### config.mk
export PLATFORM = sky130hd
export DESIGN_NAME = sc_term_cell
export DESIGN_NICKNAME = d
export VERILOG_FILES = /design/src/rtl/sc_pkg.sv /design/src/rtl/sc_term_cell.sv
export SDC_FILE = /design/constraint.sdc
export NUM_CORES = 2
export LEC_CHECK = 0
export ABC_AREA = 1
export BUFFER_PORTS_ARGS = -buffer_cell sky130_fd_sc_hd__buf_2
export CAP_MARGIN = 20
export CORE_AREA = 5 5 337 471
export DETAILED_ROUTE_END_ITERATION = 16
export DIE_AREA = 0 0 342 476
export GPL_ROUTABILITY_DRIVEN = 0
export HOLD_SLACK_MARGIN = 0.15
export SLEW_MARGIN = 20
export SYNTH_ARGS = -nofsm -noshare
export SYNTH_HDL_FRONTEND = slang
export SYNTH_SLANG_ARGS = --single-unit
### constraint.sdc
create_clock -name clk -period 9.7 [get_ports clk]
set_input_delay 1.94 -clock clk [delete_from_list [all_inputs] [get_ports clk]]
set_output_delay 1.94 -clock clk [all_outputs]
set_load 0.05 [all_outputs]
### src/rtl/sc_pkg.sv
// ----------------------------------------------------------------------------
// sc_pkg
// Shared widths, angle constants, stage structs and helpers for the
// sine/cosine polynomial core.
// ----------------------------------------------------------------------------
`default_nettype none

package sc_pkg;

  localparam int ANGLE_W    = 32;
  localparam int VALUE_W    = 32;
  localparam int FRAC_SHIFT = 15;
  localparam int Q31_SHIFT  = 31;
  localparam int RED_W      = 34;
  localparam int REM_W      = 48;
  localparam int X_W        = 32;
  localparam int X2_W       = 33;
  localparam int SUM_W      = 34;
  localparam int SQ_W       = 2 * X_W;
  localparam int PROD_W     = X_W + X2_W;
  localparam int MOD_CELLS  = 14;
  localparam int TERM_CELLS = 5;

  localparam logic [RED_W-1:0] HALF_PI_Q31 = 34'd3373259426;
  localparam logic [RED_W-1:0] PI_Q31      = HALF_PI_Q31 << 1;
  localparam logic [RED_W-1:0] TWO_PI_Q31  = HALF_PI_Q31 << 2;

  // multiple of 2*pi that lifts every angle to a non-negative value
  localparam logic [REM_W-1:0] REM_OFFSET = REM_W'(TWO_PI_Q31) << (MOD_CELLS - 1);

  localparam logic [VALUE_W-2:0] ONE_Q30 = 31'h4000_0000;

  // divisors giving 3!, 5!, 7!, 9! and 11!
  localparam int unsigned TERM_DIV [TERM_CELLS] = '{6, 20, 42, 72, 110};

  typedef struct packed {
    logic             vld;
    logic             cos;
    logic [REM_W-1:0] rem;
  } sc_mod_t;

  typedef struct packed {
    logic             vld;
    logic             neg;
    logic [X2_W-1:0]  x2;
    logic [SUM_W-1:0] pos;
    logic [SUM_W-1:0] negs;
  } sc_acc_t;

  typedef struct packed {
    sc_acc_t          acc;
    logic [X_W-1:0]   t;
  } sc_term_t;

  function automatic int unsigned sc_ctz(input int unsigned v);
    int unsigned n;
    bit          hit;
    n   = 0;
    hit = 1'b0;
    for (int i = 0; i < 32; i++) begin
      if (!hit) begin
        if (v[i]) begin
          hit = 1'b1;
        end else begin
          n = n + 1;
        end
      end
    end
    return n;
  endfunction

endpackage

`default_nettype wire

### src/rtl/sc_term_cell.sv
// ----------------------------------------------------------------------------
// sc_term_cell
// One Taylor term: adds the incoming term to its running sum, then forms
// the next term as round(t * x2 / (DIV * 2^31)) over two registered stages.
// ----------------------------------------------------------------------------
`default_nettype none

module sc_term_cell #(
  parameter int unsigned DIV    = 6,
  parameter bit          IN_NEG = 1'b0
) (
  input  wire logic             clk,
  input  wire logic             rst_n,
  input  wire logic             en,
  input  wire sc_pkg::sc_term_t in_term,
  output sc_pkg::sc_term_t      out_term
);
  import sc_pkg::*;

  localparam int unsigned SH    = sc_ctz(DIV);
  localparam int unsigned ODD   = DIV >> SH;
  localparam int unsigned LG    = $clog2(ODD);
  localparam int unsigned KSH   = X_W + LG;
  localparam int unsigned QW    = KSH + X_W;
  localparam int unsigned RW    = PROD_W + 3;
  localparam logic [RW-1:0] RND = RW'(DIV) << (Q31_SHIFT - 1);
  localparam logic [QW-1:0] RECIP = ((QW'(1) << KSH) + QW'(ODD - 1)) / QW'(ODD);

  sc_acc_t           acc_a_r;
  sc_acc_t           acc_a_nxt;
  sc_acc_t           acc_b_r;
  logic [PROD_W-1:0] prod_a_r;
  logic [PROD_W-1:0] prod_a_nxt;
  logic [RW-1:0]     rnd_sum;
  logic [X_W-1:0]    quo_in;
  logic [QW-1:0]     prod_b_r;
  logic [QW-1:0]     prod_b_nxt;

  always_comb begin
    acc_a_nxt = in_term.acc;
    if (IN_NEG) begin
      acc_a_nxt.negs = in_term.acc.negs + SUM_W'(in_term.t);
    end else begin
      acc_a_nxt.pos = in_term.acc.pos + SUM_W'(in_term.t);
    end
  end

  assign prod_a_nxt = PROD_W'(in_term.t) * PROD_W'(in_term.acc.x2);

  // rounding offset, power-of-two part of the divisor, then reciprocal
  assign rnd_sum    = RW'(prod_a_r) + RND;
  assign quo_in     = rnd_sum[Q31_SHIFT + SH +: X_W];
  assign prod_b_nxt = QW'(quo_in) * RECIP;

  always_ff @(posedge clk) begin
    if (!rst_n) begin
      acc_a_r.vld <= 1'b0;
      acc_b_r.vld <= 1'b0;
    end else if (en) begin
      acc_a_r <= acc_a_nxt;
      acc_b_r <= acc_a_r;
    end
  end

  always_ff @(posedge clk) begin
    if (en) begin
      prod_a_r <= prod_a_nxt;
      prod_b_r <= prod_b_nxt;
    end
  end

  assign out_term.acc = acc_b_r;
  assign out_term.t   = prod_b_r[KSH +: X_W];

endmodule

`default_nettype wire

After elaboration in Yosys (flattened, before gate mapping)
Index checks and enable logic that the tools add are counted.

cells by class
  add/subtract/negate cells = 2
  multiply operators = 2
  reductions and logical operators = 1

operators by type and width
  cell                      number
  $add A64 B33 Y64 const B  1
  $mul A32 B32 Y64 const B  1
  $mul A32 B33 Y64          1
  $add A34 B32 Y34          1
  $reduce_and A2 Y1         1

storage, ports and cells
  register bits = 334
  input port bits = 138
  output and inout bits = 135
  logic and storage cells = 17

Depth between registers and ports, before layout
  depth after elaboration = 2
  mapped depth = 41
  depth with buffers taken out = 41

Worst setup path before layout
OpenSTA, ideal clock, no wires.

  path kind = input to register
  start point = in in_term[8] (netlist name)
  end point = reg prod_a_r[55], data pin
  library setup time = 252 ps
  arrival time = 8,021 ps
  required time = 9,448 ps
  slack = 1,427 ps
  stages on the path = 28
  path buffers = 2
  cell sequence = clkbuf_1 -> clkbuf_1 -> nand2_1 -> fa_1 -> inv_1 -> fa_1 -> fa_1 -> inv_1 -> fa_1 -> inv_1 -> fa_1 -> inv_1 -> fa_1 -> inv_1 -> fa_1 -> inv_1 -> fa_1 -> inv_1 -> ha_1 -> nand2_1 -> nor2_1 -> inv_1 -> nor2_1 -> inv_1 -> nor4_1 -> nand2_1 -> nand3_1 -> nand2_1

between the ends
  word-level cells in the longest chain between the ends = 1

ends and longest elaborated chain
  what                  RTL line            text
  start, declared       sc_term_cell.sv:15  input wire sc_pkg::sc_term_t in_term,
  $mul A32 B33 Y64      sc_term_cell.sv:48  assign prod_a_nxt = PROD_W'(in_term.t) * PROD_W'(in_term.acc.x2);
  net prod_a_nxt[55]    sc_term_cell.sv:33  logic [PROD_W-1:0] prod_a_nxt;
  end signal, assigned  sc_term_cell.sv:67  prod_a_r <= prod_a_nxt;
  end, declared         sc_term_cell.sv:32  logic [PROD_W-1:0] prod_a_r;

The timed path passes the listed nets, and every way through them passes these cells.
A chain may end at the register's enable or synchronous reset.

Worst setup path after layout
  start point = reg prod_a_r[31]
  end point = reg prod_b_r[59], data pin

between the ends
  word-level cells in the longest chain between the ends = 2

ends and longest elaborated chain
  what                  RTL line            text
  $add A64 B33 Y64      sc_term_cell.sv:51  assign rnd_sum = RW'(prod_a_r) + RND;
  $mul A32 B32 Y64      sc_term_cell.sv:53  assign prod_b_nxt = QW'(quo_in) * RECIP;
  net prod_b_nxt[59]    sc_term_cell.sv:37  logic [QW-1:0] prod_b_nxt;
  end signal, assigned  sc_term_cell.sv:68  prod_b_r <= prod_b_nxt;
  end, declared         sc_term_cell.sv:36  logic [QW-1:0] prod_b_r;

The timed path passes the listed nets, and every way through them passes these cells.

==> results_dict.tcl <==
set metrics [dict create \
    drc 0 \
    synth_edf_count 268 \
    crit_buf_inv 7 \
    cts-root-buf "clkbuf_16" \
    setup_viol 0 \
    status "finished, final reports clean" \
    skew_ns 0.0520 \
    finalSetupTns_ns 0 \
    cp.required_ns 10.03 \
    period_needed_ns 8.96 \
    cts_max_level 2 \
    holdPathEnd "out_term[80]" \
    grt_max_degree 92 \
    cts_tree "built" \
    hold_violations 0 \
    cp_num_cells 30 \
    area_growth_pct 7.87 \
    clk_pin_slew_ns 0.07 \
    syn_area_sq_mm 0.0640 \
    die_h_um 476 \
    grt_pass1_vias 54100 \
    synth_seq_cells 270 \
    nets 9847 \
    first_iter_violations 3347 \
    relSlewSlack_pct 31.4 \
    layout-drive-gt1-share_pct 5.87 \
    r2r_start "prod_a_r[31]" \
    critical_path.max_stage_delay_ns 0.73 \
    post_cts_resized 0 \
    dieArea_sq_mm 0.163 \
    io_buffer_count 271 \
    vias_per_cell 5.04 \
    reg2reg_slack_ns 0.74 \
    cts_buffers 34 \
    reg2reg_depth 30 \
    ys_seq_area_share_pct 12.6 \
    cts-hold-fix-buffers 0 \
    vias 49900 \
    postCtsSetupRepairBufs 0 \
    cap_violations 0 \
    crit_path_end_kind "flip-flop" \
    arrival_ns 9.30 \
    crit_family "adder cells" \
    core_area_sq_mm 0.154 \
    r2r_end "prod_b_r[59]" \
    wirelength_um 197000 \
    crit_slowest_cell "fa_1" \
    globalRouteTotalUtil_pct 24.5 \
    grt_pass1_wl_um 306000 \
    post_drt_wl_per_cell_um 20.0 \
    die_x_um 342 \
    antenna_found_initial 7 \
    critPathMaxFanout 6 \
    hold_path.class "flip-flop to flip-flop" \
    final-max-slew-violation-count 0 \
    tightestPinTransition_ns 1.03 \
    async_flop_share_pct 0 \
    max_freq_mhz 112 \
    startpoint_type "flip-flop" \
    firstDrtPassIters 9 \
    io_pins 273 \
    min-delay-start "acc_a_r[48]" \
    ant_nets 0 \
    avgSynthCellArea_sq_um 8.43 \
    syn-instance-count 7594 \
    overflow 0 \
    initial_core_util_pct 41.5 \
    path_class "flip-flop to flip-flop" \
    clockBufferDepth 3 \
    yosysUniqueCellTypes 49 \
    clock_latency_ns 0.61 \
    rsz0062_at_grt "false" \
    fin_crit_sh_pct 92.4 \
    hold_depth 0 \
    yosys_warnings 0 \
    ys.flop_type "edfxtp_1" \
    syn_nets 9666 \
    clock_sinks 270 \
    dp_hpwl_um 171000 \
    placement_rows 171 \
]
logic make-up after synthesis:
logic type	Yosys count	share of synthesized area, %
xor gates and xnor gates	76	1.08
buffers and inverters	2533	14.9
AOI/OAI and AO/OA	449	3.93
adders and majority gates	1934	53.1
DFF	270	12.6
other	1	0.00585
and+or+nand+nor	2331	14.4
sequential cells by signal, indices dropped and copies added (netlist names):
register  flops
prod_a_r     33
out_term    103
acc_a_r     103
prod_b_r     31
area by class of cell:
type                            instances  area (sq um)
Multi-Input combinational cell       4791         46400
Clock buffer                           41           877
Sequential cell                       270          8090
Timing Repair Buffer                  372          2160
Tap cell                             2076          2600
Antenna cell                            6          15.0
Inverter                             2306          8660
Clock inverter                         20           236
Fill cell                           15300         85200
stage by stage:
step	setup WS, ns	cell area, sq um	util [%]	hold WS (ns)	instances
global route	0.586	69100	44.8	0.421	9877
global placement	0.540	68000	44.1	0.400	9815
floorplan	1.43	64000	-	0.400	7594
detailed placement	0.540	68000	44.1	0.405	9815
CTS	0.957	69100	44.8	0.410	9876
finish	0.738	69100	44.8	0.412	9882
metal layers:
metal / up-vias / routed length, um / track usage [%]
met5: - / 0 / 0
met4: 0 / 14100 / 13.8
met3: 607 / 11300 / 2.93
met2: 1966 / 100000 / 44.4
met1: 24900 / 71600 / 28.2
li1: 22400 / - / -
worst register-to-register path: cells and delay by family, from the launching register on:
family,cells,cell delay [ns]
adders and majority gates,10,4.92
and+or+nand+nor,8,1.56
AOI/OAI and AO/OA,5,1.35
buffers and inverters,7,0.56
DFF,1,0.37
synth_stat cells, types with 6 or more instances:
cell / number / area share [%]
inv_1: 2302 / 13
nand2_1: 1739 / 10
fa_1: 1309 / 41
ha_1: 625 / 12
nor2_1: 360 / 2.1
edfxtp_1: 268 / 13
clkbuf_1: 225 / 1.3
a21oi_1: 209 / 1.6
o21ai_0: 127 / 0.99
nand3_1: 116 / 0.91
xor2_1: 55 / 0.75
nor3_1: 44 / 0.34
o21bai_1: 33 / 0.39
a21o_1: 27 / 0.32
nand4_1: 21 / 0.21
xnor2_1: 19 / 0.26
o21a_1: 15 / 0.18
nor4_1: 14 / 0.14
a21boi_0: 13 / 0.15
a31oi_1: 11 / 0.11
and3_1: 6 / 0.059
nor3_2: 6 / 0.094
worst max-delay path by stage:
stage | start | to | slack, ns
2_1_floorplan | in_term[8] | prod_a_r[55] | 1.43
3_3_place_gp | in_term[118] | prod_a_r[59] | 0.54
5_1_grt | prod_a_r[32] | prod_b_r[59] | 0.59
6_report | prod_a_r[31] | prod_b_r[59] | 0.74
4_1_cts | prod_a_r[31] | prod_b_r[59] | 0.96
3_5_place_dp | in_term[118] | prod_a_r[59] | 0.54
cells in the final DEF (no fill, tap or decap), types with 27 or more instances in the layout:
cell	synthesis	routed
a21o_1	27	27
a21oi_1	209	209
buf_2	1	271
buf_4	1	97
clkbuf_16	0	34
edfxtp_1	268	268
fa_1	1309	1309
ha_1	625	625
inv_1	2302	2301
nand2_1	1739	1739
nand3_1	116	116
nor2_1	360	360
nor3_1	44	44
o21ai_0	127	127
o21bai_1	33	33
xor2_1	55	55
Power is not shown: default switching activity piles up to over one toggle a cycle in this logic, so the estimate is an artifact.
