==> config.mk <==
export PLATFORM = sky130hd
export DESIGN_NAME = sc_mod_cell
export DESIGN_NICKNAME = d
export VERILOG_FILES = /design/src/rtl/sc_pkg.sv /design/src/rtl/sc_mod_cell.sv
export SDC_FILE = /design/constraint.sdc
export NUM_CORES = 1
export LEC_CHECK = 0
export ABC_AREA = 1
export BUFFER_PORTS_ARGS = -buffer_cell sky130_fd_sc_hd__buf_2
export CAP_MARGIN = 25
export CORE_MARGIN = 4
export CORE_UTILIZATION = 45
export CTS_CLUSTER_DIAMETER = 50
export CTS_CLUSTER_SIZE = 16
export DETAILED_ROUTE_END_ITERATION = 10
export HOLD_SLACK_MARGIN = 0.15
export PLACE_DENSITY = 0.67
export SYNTH_ARGS = -nofsm -noshare
export SYNTH_HDL_FRONTEND = slang
export SYNTH_SLANG_ARGS = --single-unit
==> constraint.sdc <==
create_clock -name clk -period 2.2 [get_ports clk]
set_input_delay 0.22 -clock clk [delete_from_list [all_inputs] [get_ports clk]]
set_output_delay 0.22 -clock clk [all_outputs]
set_load 0.02 [all_outputs]
==> src/rtl/sc_pkg.sv <==
// ----------------------------------------------------------------------------
// sc_pkg
// Shared widths, angle constants, stage structs and helpers for the
// sine/cosine polynomial core.
// ----------------------------------------------------------------------------
`default_nettype none

package sc_pkg;

  localparam int ANGLE_W    = 32;
  localparam int VALUE_W    = 32;
  localparam int FRAC_SHIFT = 15;
  localparam int Q31_SHIFT  = 31;
  localparam int RED_W      = 34;
  localparam int REM_W      = 48;
  localparam int X_W        = 32;
  localparam int X2_W       = 33;
  localparam int SUM_W      = 34;
  localparam int SQ_W       = 2 * X_W;
  localparam int PROD_W     = X_W + X2_W;
  localparam int MOD_CELLS  = 14;
  localparam int TERM_CELLS = 5;

  localparam logic [RED_W-1:0] HALF_PI_Q31 = 34'd3373259426;
  localparam logic [RED_W-1:0] PI_Q31      = HALF_PI_Q31 << 1;
  localparam logic [RED_W-1:0] TWO_PI_Q31  = HALF_PI_Q31 << 2;

  // multiple of 2*pi that lifts every angle to a non-negative value
  localparam logic [REM_W-1:0] REM_OFFSET = REM_W'(TWO_PI_Q31) << (MOD_CELLS - 1);

  localparam logic [VALUE_W-2:0] ONE_Q30 = 31'h4000_0000;

  // divisors giving 3!, 5!, 7!, 9! and 11!
  localparam int unsigned TERM_DIV [TERM_CELLS] = '{6, 20, 42, 72, 110};

  typedef struct packed {
    logic             vld;
    logic             cos;
    logic [REM_W-1:0] rem;
  } sc_mod_t;

  typedef struct packed {
    logic             vld;
    logic             neg;
    logic [X2_W-1:0]  x2;
    logic [SUM_W-1:0] pos;
    logic [SUM_W-1:0] negs;
  } sc_acc_t;

  typedef struct packed {
    sc_acc_t          acc;
    logic [X_W-1:0]   t;
  } sc_term_t;

  function automatic int unsigned sc_ctz(input int unsigned v);
    int unsigned n;
    bit          hit;
    n   = 0;
    hit = 1'b0;
    for (int i = 0; i < 32; i++) begin
      if (!hit) begin
        if (v[i]) begin
          hit = 1'b1;
        end else begin
          n = n + 1;
        end
      end
    end
    return n;
  endfunction

endpackage

`default_nettype wire

==> src/rtl/sc_mod_cell.sv <==
// ----------------------------------------------------------------------------
// sc_mod_cell
// One step of the modulo 2*pi reduction: conditional subtract of a shifted
// 2*pi, registered and handed to the next cell.
// ----------------------------------------------------------------------------
`default_nettype none

module sc_mod_cell #(
  parameter int unsigned SHIFT = 0
) (
  input  wire logic            clk,
  input  wire logic            rst_n,
  input  wire logic            en,
  input  wire sc_pkg::sc_mod_t in_stage,
  output sc_pkg::sc_mod_t      out_stage
);
  import sc_pkg::*;

  localparam logic [REM_W-1:0] SUB = REM_W'(TWO_PI_Q31) << SHIFT;

  sc_mod_t stage_r;
  sc_mod_t stage_nxt;

  always_comb begin
    stage_nxt = in_stage;
    if (in_stage.rem >= SUB) begin
      stage_nxt.rem = in_stage.rem - SUB;
    end
  end

  always_ff @(posedge clk) begin
    if (!rst_n) begin
      stage_r.vld <= 1'b0;
    end else if (en) begin
      stage_r <= stage_nxt;
    end
  end

  assign out_stage = stage_r;

endmodule

`default_nettype wire

# --- Word-level counts from Yosys, hierarchy flattened ---
# Index checks and enable logic that the tools add are counted.
# W data, S select, Z words.
totals:
  ff_bits: 50
  input_bits: 53
  elab_cells: 7
op_classes:
  n_addsub: 1
  n_lt_le_gt_ge: 1
  n_mux: 1
  n_reduce_logical: 1
op_table:
  columns: ["cell", "n"]
  rows:
  - ["$ge A48 B34 Y1 const B", 1]
  - ["$mux W48", 1]
  - ["$sub A48 B34 Y48 const B", 1]
  - ["$reduce_and A2 Y1", 1]

# --- Depth between registers and ports, before layout ---
# Gate-level depths: netlist (run 1).
logic_depth:
  word_depth: 2
  ltp_mapped: 13
  ltp_nobuf: 12

# --- Worst setup path after synthesis (run 1) ---
# OpenSTA, ideal clock, no wires.
synth_path:
  kind: "input -> register"
  startpoint: "input in_stage[26] (netlist bit)"
  endpoint: "register stage_r, in the netlist out_stage[30] (data pin)"
  setup_ns: 0.258
  t_arrival_ns: 1.363
  setup_slack_ns: 0.579
  cell_stages: 12
  n_path_buf: 2
  path_cell_list: "buf_4 -> inv_2 -> nor2_1 -> nand2_1 -> nor2_2 -> nand2_1 -> nor2_1 -> nand2_1 -> nand2_4 -> buf_6 -> nand2_1 -> xor2_1"
synth_lines:
  columns: ["element", "line_no", "source"]
  rows:
  - ["start: declaration", "sc_mod_cell.sv:14", "input wire sc_pkg::sc_mod_t in_stage,"]
  - ["end signal: assignment", "sc_mod_cell.sv:35", "stage_r <= stage_nxt;"]
  - ["end: declaration", "sc_mod_cell.sv:21", "sc_mod_t stage_r;"]

==> run metrics, run 1 <==
Startpoint Class=primary input; Final period util=between 80% and 90%; most frequent cells in the layout=nand2_1, buf_2, nor2_1, inv_1, edfxtp_1; first-pass GRT wire length=roughly 21000 um; max incr delay on CP=330 ps; fin util=around 58%; Hold-fix buffers, CTS=6; Antenna Cells=0; PnR worst setup slack=349 ps; synthesized area=0.00394 mm^2; area of the multi-input gates=just over 0.002 mm^2; antenna viol nets, final=0; placed cells=between 800 and 900; LEAKAGE=about 2.4 nW; IO Port Bufs=102; Nets=779; cell at the root of the clock tree=clkbuf_8; #FFs+latches synth=50; DR vias/cell=~5.2; Arr. time, crit path=~1900 ps; DP HPWL=11200 um; DRT iter0 DRCs=approximately 300; Synthesis Warnings=0; final hold vios=0; Critical Path End=out_stage[39]$_DFFE_PP_; initial antenna violation count=0; Reg clk slew, reported paths=about 110 ps; routability cong.=about 0.98; DR DRC count=0; fillers=between 800 and 900; htree depth=2; status=complete, no violations; Critical Path, Cell by Cell=buf_2 -> nor2_1 -> nor2_1 -> o21ai_1 -> nand2_1 -> nor2_2 -> nand2_4 -> buf_4 -> nand3_1 -> nand2_1 -> nand2_1 -> inv_1; worst slack, placed=roughly 52 ps; WL final=13400 um; TritonCTS buffer count=5; via count=approximately 4300; commonest non-fill, non-tap cell in the layout=nand2_1; I/O pin total=103; number of global-route vias before repair=approximately 4100; syn_nets=about 650; drt first pass iters=5; Slowest-stage cell, CP=nor2_1; Seq/Total Area, Yosys=between 30% and 40%; number of flip-flops in the largest register=50; Post-synth ARST share=0%; Final min period=1850 ps; Worst EP required=~2300 ps; reg2reg setup slack=between 900 and 1000 ps; die area=slightly above 0.01 mm^2; Core ar.=approximately 0.0084 mm^2; worst slew pin tran=between 400 and 500 ps; top_reg_cell synth=edfxtp_1; share of layout cells above drive strength 1=between 10% and 20%; largest net degree at the start of global routing=33; Max clock buf depth=2; Rows=33; f_max=0.540 GHz; Worst setup EP type=flip-flop; Starting Density=between 40% and 50%; clk sink count=50; Slew Viols, Final=0; Setup Buffers After CTS=0; Post-synth EDFFs=between 40 and 50; register area=approximately 0.0015 mm^2; RSZ-0062 raised after global routing=no; GRT Resource Usage Total=26.4%; setup violation total in the final timing report=0; reg2reg end=out_stage[49]$_SDFFE_PN0P_; Die H=about 100 um; worst setup path class=in2reg; pwr dens=roughly 480 mW/mm^2; synthesized area per cell=roughly 6.6 um^2; Slew HR=a little under three quarters; crit path from=in_stage[28]; post-CTS sizing=0; global route total overflow=0; Layout Cells excl Fill=831; synth-to-layout area growth=22.5%; Skew-Pair Late Insertion Delay=~300 ps; crit path max fanout=20; Top cell by count, worst path=nand2_1; Unique masters post-synth=29; TritonCTS clock tree=yes; routed len/inst=16.1 um; Peak VDD IR=between 0.2 and 0.3 mV; DIE WIDTH=a little over 100 um; Final Skew=0 ps; Min-Delay Path Class=in2reg; worst r2r src=out_stage[49]$_SDFFE_PN0P_; max_cap viols=0; Post-Synthesis Cells=slightly below 600; Fin Setup TNS=0 ps; reg2reg path depth=3
-- per-layer routing --
metal | vias up | GRT usage, % | wire length (um)
met5 | - | 0 | 0
met4 | 0 | 8.38 | 410
met3 | 33 | 4.34 | 1130
met2 | 191 | 42.0 | 5980
met1 | 1927 | 36.8 | 5850
li1 | 2131 | - | -
-- synthesized netlist by cell type (2+ instances only) --
cell type / n / area share (%)
buf_4: 2 / 0.38
nand4_1: 13 / 2.1
nand2_2: 4 / 0.64
o21bai_1: 2 / 0.38
nand3b_1: 4 / 0.76
nor3_1: 4 / 0.51
buf_6: 3 / 0.86
o21ai_0: 7 / 0.89
nand3_1: 46 / 5.8
edfxtp_1: 49 / 37
inv_1: 85 / 8.1
xnor2_1: 5 / 1.1
inv_2: 4 / 0.38
nor2_1: 98 / 9.3
nor2_2: 3 / 0.48
nand2_1: 215 / 20
xor2_1: 21 / 4.7
a21oi_1: 19 / 2.4
a21o_1: 2 / 0.38
o21ai_1: 2 / 0.25
-- worst max-delay path: cells and delay by family --
kind	cells	cell delay (ps)
buf+inv	3	380
simple gates	8	1100
compound gates	1	230
-- metrics by stage --
step / cell area [um^2] / hold slack, ps / power (mW)
6_report: 4820 / 199 / 2.29
4_1_cts: 4820 / 189 / 2.30
2_1_floorplan: 3940 / 313 / 1.50
3_5_place_dp: 4680 / 399 / 1.74
3_3_place_gp: 4680 / 396 / 1.74
5_1_grt: 4820 / 219 / 2.41
-- area by class of cell --
cell class	instances	share of cell area [%]
tap	105	2.72
clock inverter	3	0.337
timing repair buffer	127	15.3
sequential	50	30.9
clock buffer	5	1.43
inverter	89	6.93
multi-input combinational	452	42.4
-- worst min path at each step --
stage	cells past startpoint	to	slack [ps]	startpoint
after detailed placement	1	out_stage[1]$_DFFE_PP_	400	in_stage[1]
after CTS	3	out_stage[38]$_DFFE_PP_	190	in_stage[38]
final	3	out_stage[38]$_DFFE_PP_	200	in_stage[38]
after floorplan	1	out_stage[49]$_SDFFE_PN0P_	310	en
after global routing	3	out_stage[38]$_DFFE_PP_	220	in_stage[38]
after global placement	1	out_stage[48]$_DFFE_PP_	400	in_stage[48]
-- power breakdown --
part,internal [mW],leakage (nW),total [mW],switching (mW)
Sequential,1.13,0.467,1.15,0.0159
Combinational,0.193,1.88,0.587,0.393
Clock,0.219,0.0416,0.559,0.340
Total,1.55,2.39,2.29,0.749
-- cell families (layout without fill, tap and decap cells) --
kind of cell,Yosys count,after routing,synth area share (%)
AO/OA/AOI/OAI,33,33,4.51
buffers and inverters,95,224,10.2
AND/OR/NAND/NOR,392,392,41.3
XOR/XNOR,26,26,5.78
flip-flops,50,50,37.9
adder cells (fa/ha/maj),1,1,0.318
Power figures use the tool's default switching activity.
==> run 2: changes to the inputs <==
--- a/config.mk
+++ b/config.mk
@@ -5,7 +5,7 @@
 export SDC_FILE = /design/constraint.sdc
 export NUM_CORES = 1
 export LEC_CHECK = 0
-export ABC_AREA = 1
+export ABC_AREA = 0
 export BUFFER_PORTS_ARGS = -buffer_cell sky130_fd_sc_hd__buf_2
 export CAP_MARGIN = 25
 export CORE_MARGIN = 4
@@ -14,7 +14,7 @@
 export CTS_CLUSTER_SIZE = 16
 export DETAILED_ROUTE_END_ITERATION = 10
 export HOLD_SLACK_MARGIN = 0.15
-export PLACE_DENSITY = 0.67
+export PLACE_DENSITY = 0.7
 export SYNTH_ARGS = -nofsm -noshare
 export SYNTH_HDL_FRONTEND = slang
 export SYNTH_SLANG_ARGS = --single-unit
==> constraint.sdc (replaced) <==
create_clock -name clk -period 1.9 [get_ports clk]
set_input_delay 0.19 -clock clk [delete_from_list [all_inputs] [get_ports clk]]
set_output_delay 0.19 -clock clk [all_outputs]
set_load 0.02 [all_outputs]
==> run metrics, run 2 <==
top cells by count, synth=edfxtp_1, xor2_1, xnor2_1; reg2reg setup slack=about 1300 ps; Antenna Cells=0; Slew Viols, Final=0; Peak VDD IR=0.422 mV; htree depth=2; Final period util=a little over nine tenths; GRT Resource Usage Total=20.9%; synth-to-layout area growth=54.5%; most frequent cells in the layout=buf_2, buf_4, edfxtp_1, xor2_1, xnor2_1; most frequent cell after synthesis=edfxtp_1; worst r2r src=out_stage[49]$_SDFFE_PN0P_; routed len/inst=between 15 and 20 um; cell depth of the worst setup path=7; die area=0.00771 mm^2; Arr. time, crit path=between 1500 and 2000 ps; first-pass GRT wire length=roughly 12000 um; Unique masters post-synth=57; Synthesis Warnings=0; DR vias/cell=a little over 5; fin util=~73%; DIE WIDTH=87.8 um; Max clock buf depth=2; Hold Slack=between 150 and 200 ps; pwr dens=roughly 620 mW/mm^2; Post-synth ARST share=0%; Yosys top cell area share=roughly half; DRT iter0 DRCs=about 180; DR DRC count=0; syn_nets=about 290; antenna viol nets, final=0; RSZ-0062 raised after global routing=yes; Rows=28; Worst EP required=1950 ps; Skew-Pair Late Insertion Delay=about 300 ps; clk sink count=50; number of global-route vias before repair=2614; synthesized area=~0.0029 mm^2; Reg clk slew, reported paths=about 90 ps; synthesized area per cell=12.0 um^2; Slowest-stage cell, CP=or3_4; Startpoint Class=primary input; Critical Path, Cell by Cell=buf_2 -> or2_1 -> or3_4 -> o31a_1 -> buf_12 -> nor4b_4 -> xor2_1; commonest non-fill, non-tap cell in the layout=buf_2; Seq/Total Area, Yosys=between 50% and 60%; Worst setup EP type=flip-flop; max incr delay on CP=between 300 and 400 ps; PnR worst setup slack=~44 ps; routability cong.=slightly above 0.9; Post-synth EDFFs=49; crit path from=in_stage[31]; I/O pin total=103; Fin Setup TNS=0 ps; status=complete, no violations; area leader, netlist=edfxtp_1; Final min period=between 1500 and 2000 ps; setup violation total in the final timing report=0; Final Skew=0 ps; final hold vios=0; Die H=just under 90 um; IO Port Bufs=approximately 100; f_max=about 0.54 GHz; Setup Buffers After CTS=0; Post-Synthesis Cells=around 240; Nets=488; Core ar.=0.00606 mm^2; crit path max fanout=14; worst slew pin tran=~500 ps; largest net degree at the start of global routing=50; WL final=~7900 um; max_cap viols=0; Slew HR=about two thirds; worst slack, placed=-343 ps; via count=approximately 2600; number of flip-flops in the largest register=50; LEAKAGE=between 1.5 and 2 nW; reg2reg path depth=2; drt first pass iters=4; initial antenna violation count=0; fillers=between 400 and 500; Min-Delay Path Class=in2reg; CP Buf/Inv Count=2; worst setup path class=in2reg; share of layout cells above drive strength 1=around 55%; cell at the root of the clock tree=clkbuf_8; TritonCTS clock tree=yes; global route total overflow=0; TritonCTS buffer count=5; critical path's top delay family=simple AND/OR/NAND/NOR gates; design area=about 0.0044 mm^2; Critical Path End=out_stage[39]$_DFFE_PP_; Starting Density=roughly 47%; top_reg_cell synth=edfxtp_1; DP HPWL=between 5000 and 6000 um; reg2reg end=out_stage[49]$_SDFFE_PN0P_; top area cells in the synthesized netlist=edfxtp_1, xor2_1, xnor2_1, nor3_2, nand2_1; #FFs+latches synth=50; DP Area=around 0.0042 mm^2
run 2: cell types whose count changed in the layout (fill, tap and decap cells not counted), moves of 5 or more:
cell     delta
nand4_1    -12
inv_2       -5
nor3_2      +8
nand3_1    -37
nor2_1     -85
nand2_1   -197
xnor2_1    +14
a21oi_1    -13
nor4_2      +5
inv_1      -82
buf_4      +68
run 2: kinds of logic after synthesis:
logic type / count (synthesis) / share of synthesized area, %
compound gates: 43 / 11.5
xor+xnor: 44 / 13.4
fa+ha+maj: 1 / 0.436
buf+inv: 11 / 2.57
flops: 50 / 52.0
mux: 1 / 0.349
simple gates: 89 / 19.7
run 2: what timing repair did:
action                     CTS  global route
hold endpoints to repair     5             0
setup endpoints to repair    6            22
pin swaps                    1             9
hold buffers                 5             0
cloned                       0             0
gates resized for setup      3            16
run 2: layout make-up:
| cell class | count | area (um^2) | area share [%] |
|---|---|---|---|
| multi-input cells | 178 | 1430 | 32.3 |
| well taps | 75 | 93.8 | 2.12 |
| clock buffers | 6 | 72.6 | 1.64 |
| inverters | 4 | 32.5 | 0.734 |
| repair buffers | 195 | 1270 | 28.7 |
| clock inverters | 2 | 37.5 | 0.847 |
| flip-flops and latches | 50 | 1490 | 33.7 |
run 2: worst min-delay path by stage:
stage,from,to,cells after the start
2_1_floorplan,in_stage[0],out_stage[0]$_DFFE_PP_,0
3_3_place_gp,in_stage[1],out_stage[1]$_DFFE_PP_,1
4_1_cts,in_stage[49],out_stage[49]$_SDFFE_PN0P_,3
6_report,in_stage[49],out_stage[49]$_SDFFE_PN0P_,3
5_1_grt,in_stage[49],out_stage[49]$_SDFFE_PN0P_,3
3_5_place_dp,in_stage[0],out_stage[0]$_DFFE_PP_,1
run 2: tightest hold or removal path, cell delays in order:
cell and delay, ps:
buf_2 80, mux2i_1 60, nor2b_1 100
run 2: per-stage QoR:
step / power, mW / cells
6_report: 2.75 / 510
5_1_grt: 2.89 / 510
4_1_cts: 2.76 / 510
3_5_place_dp: 2.00 / 497
3_3_place_gp: 1.98 / 497
2_1_floorplan: 1.66 / 239
run 2: where the power goes:
group	internal, mW	switching, mW
combinational	0.299	0.366
clock	0.393	0.356
sequential	1.31	0.0191
run 2: metal layers:
metal / share of wire [%] / wire length [um] / GRT usage, %
met1: 44 / 3440 / 28.3
met2: 49 / 3890 / 34.0
met3: 5.6 / 442 / 4.23
met4: 1.3 / 101 / 5.86
met5: 0 / 0 / 0
==> run 3: changes to the inputs <==
--- a/config.mk
+++ b/config.mk
@@ -8,13 +8,16 @@
 export ABC_AREA = 0
 export BUFFER_PORTS_ARGS = -buffer_cell sky130_fd_sc_hd__buf_2
 export CAP_MARGIN = 25
+export CELL_PAD_IN_SITES_DETAIL_PLACEMENT = 1
+export CELL_PAD_IN_SITES_GLOBAL_PLACEMENT = 1
+export CORE_ASPECT_RATIO = 0.9
 export CORE_MARGIN = 4
-export CORE_UTILIZATION = 45
+export CORE_UTILIZATION = 38
 export CTS_CLUSTER_DIAMETER = 50
 export CTS_CLUSTER_SIZE = 16
 export DETAILED_ROUTE_END_ITERATION = 10
 export HOLD_SLACK_MARGIN = 0.15
-export PLACE_DENSITY = 0.7
+export PLACE_DENSITY = 0.76
 export SYNTH_ARGS = -nofsm -noshare
 export SYNTH_HDL_FRONTEND = slang
 export SYNTH_SLANG_ARGS = --single-unit
==> run metrics, run 3 (same netlist as run 2, synthesis figures left out) <==
Nets=492; global route total overflow=0; hold path endpoint=out_stage[17]$_DFFE_PP_; htree depth=2; Final Skew=0 ps; Final min period=about 1900 ps; worst r2r src=out_stage[49]$_SDFFE_PN0P_; share of layout cells above drive strength 1=56.7%; TritonCTS clock tree=yes; Min-Delay Path Class=in2reg; Slew HR=62.9%; DIE WIDTH=roughly 100 um; Final period util=101%; largest net degree at the start of global routing=20; DR vias/cell=~5.3; reg2reg end=out_stage[49]$_SDFFE_PN0P_; LEAKAGE=~1.9 nW; I/O pin total=about 100; Max clock buf depth=2; Fin Setup TNS=-15.4 ps; status=finished, violations left; Hold Slack=roughly 190 ps; drt first pass iters=4; DRT iter0 DRCs=~110; setup violation total in the final timing report=1; routability cong.=around 0.85; PnR worst setup slack=-15.4 ps; DP HPWL=7280 um; worst hold stages=2; hold_sp=in_stage[17]; DR DRC count=0; Worst EP required=between 2000 and 2500 ps; commonest non-fill, non-tap cell in the layout=buf_2; Antenna Cells=0; number of flip-flops in the largest register=50; routed len/inst=slightly below 20 um; cell at the root of the clock tree=clkbuf_8; die area=about 0.009 mm^2; reg2reg setup slack=around 740 ps; antenna viol nets, final=0; Peak VDD IR=0.325 mV; Arr. time, crit path=about 2000 ps; max_cap viols=0; GRT Resource Usage Total=between 20% and 30%; IO Port Bufs=102; Rows=29; Starting Density=39.9%; RSZ-0062 raised after global routing=yes; Die H=approximately 90 um; most frequent cells in the layout=buf_2, buf_4, edfxtp_1, xor2_1, xnor2_1; worst slew pin tran=approximately 540 ps; Reg clk slew, reported paths=100 ps; synth-to-layout area growth=60.5%; Slew Viols, Final=0; initial antenna violation count=0; via count=between 2000 and 3000; reg2reg path depth=3; TritonCTS buffer count=5; WL final=slightly above 10000 um; fin util=~64%; clk sink count=50; crit path max fanout=4; Worst setup EP type=flip-flop; worst setup path class=in2reg; failing checks=setup timing; number of global-route vias before repair=around 3000; pwr dens=approximately 630 mW/mm^2; final hold vios=0; Core ar.=0.00718 mm^2; first-pass GRT wire length=15600 um; Startpoint Class=primary input; Skew-Pair Late Insertion Delay=around 320 ps; f_max=0.522 GHz
## run 3: changes by cell type in the layout (fill, tap and decap cells not counted), moves of 2 or more
cell and change:
buf_6 +5, buf_4 -2, nand3_1 -2, nand3_2 +2, nor2_4 +2
## run 3: routing by layer
layer	track usage (%)	routed length (um)	up-vias
met4	6.71	141	0
met3	4.25	480	14
met1	27.6	4270	1385
met2	38.1	5430	109
li1	-	-	1306
met5	0	0	-
## run 3: timing repair
| action | CTS | global route |
|---|---|---|
| pin swaps | 6 | 14 |
| hold buffers | 6 | 0 |
| setup endpoints to repair | 26 | 39 |
| endpoints found under the hold margin | 5 | 0 |
| setup buffers | 4 | 3 |
| resized for setup | 12 | 27 |
## run 3: final cells by class
class / instances / area [um^2]
clock buffer: 6 / 82.6
clock inverter: 2 / 38.8
fill: 803 / 2580
inverter: 4 / 32.5
multi-input combinational: 178 / 1500
sequential: 50 / 1490
tap: 93 / 116
timing repair buffer: 199 / 1340
## run 3: critical path, cell delays in order
cell	delay [ps]
buf_12	120
o41a_1	440
a221oi_2	310
a221o_1	300
buf_4	160
o21ai_2	60
a311oi_2	230
xor2_1	240
## run 3: how the worst max path moves through the flow
stage,cells past startpoint,end,startpoint
floorplan,8,out_stage[46]$_DFFE_PP_,in_stage[34]
global placement,9,out_stage[39]$_DFFE_PP_,in_stage[3]
detailed placement,9,out_stage[39]$_DFFE_PP_,in_stage[3]
CTS,10,out_stage[25]$_DFFE_PP_,in_stage[3]
global route,8,out_stage[46]$_DFFE_PP_,in_stage[3]
finish,8,out_stage[46]$_DFFE_PP_,in_stage[3]
## run 3: report_power, final
group	total, mW	switching [mW]	internal [mW]
clock	0.837	0.403	0.434
combinational	0.714	0.400	0.314
sequential	1.33	0.0208	1.31
total	2.88	0.824	2.06
## run 3: metrics by stage
step | worst slack, ps | power, mW | instance area, um^2 | cells
floorplan | -99.3 | 1.66 | 2940 | 239
global placement | -328 | 1.99 | 4180 | 511
global route | -108 | 2.99 | 4600 | 532
detailed placement | -424 | 2.01 | 4180 | 511
finish | -15.4 | 2.88 | 4600 | 532
CTS | 3.31 | 2.86 | 4450 | 529
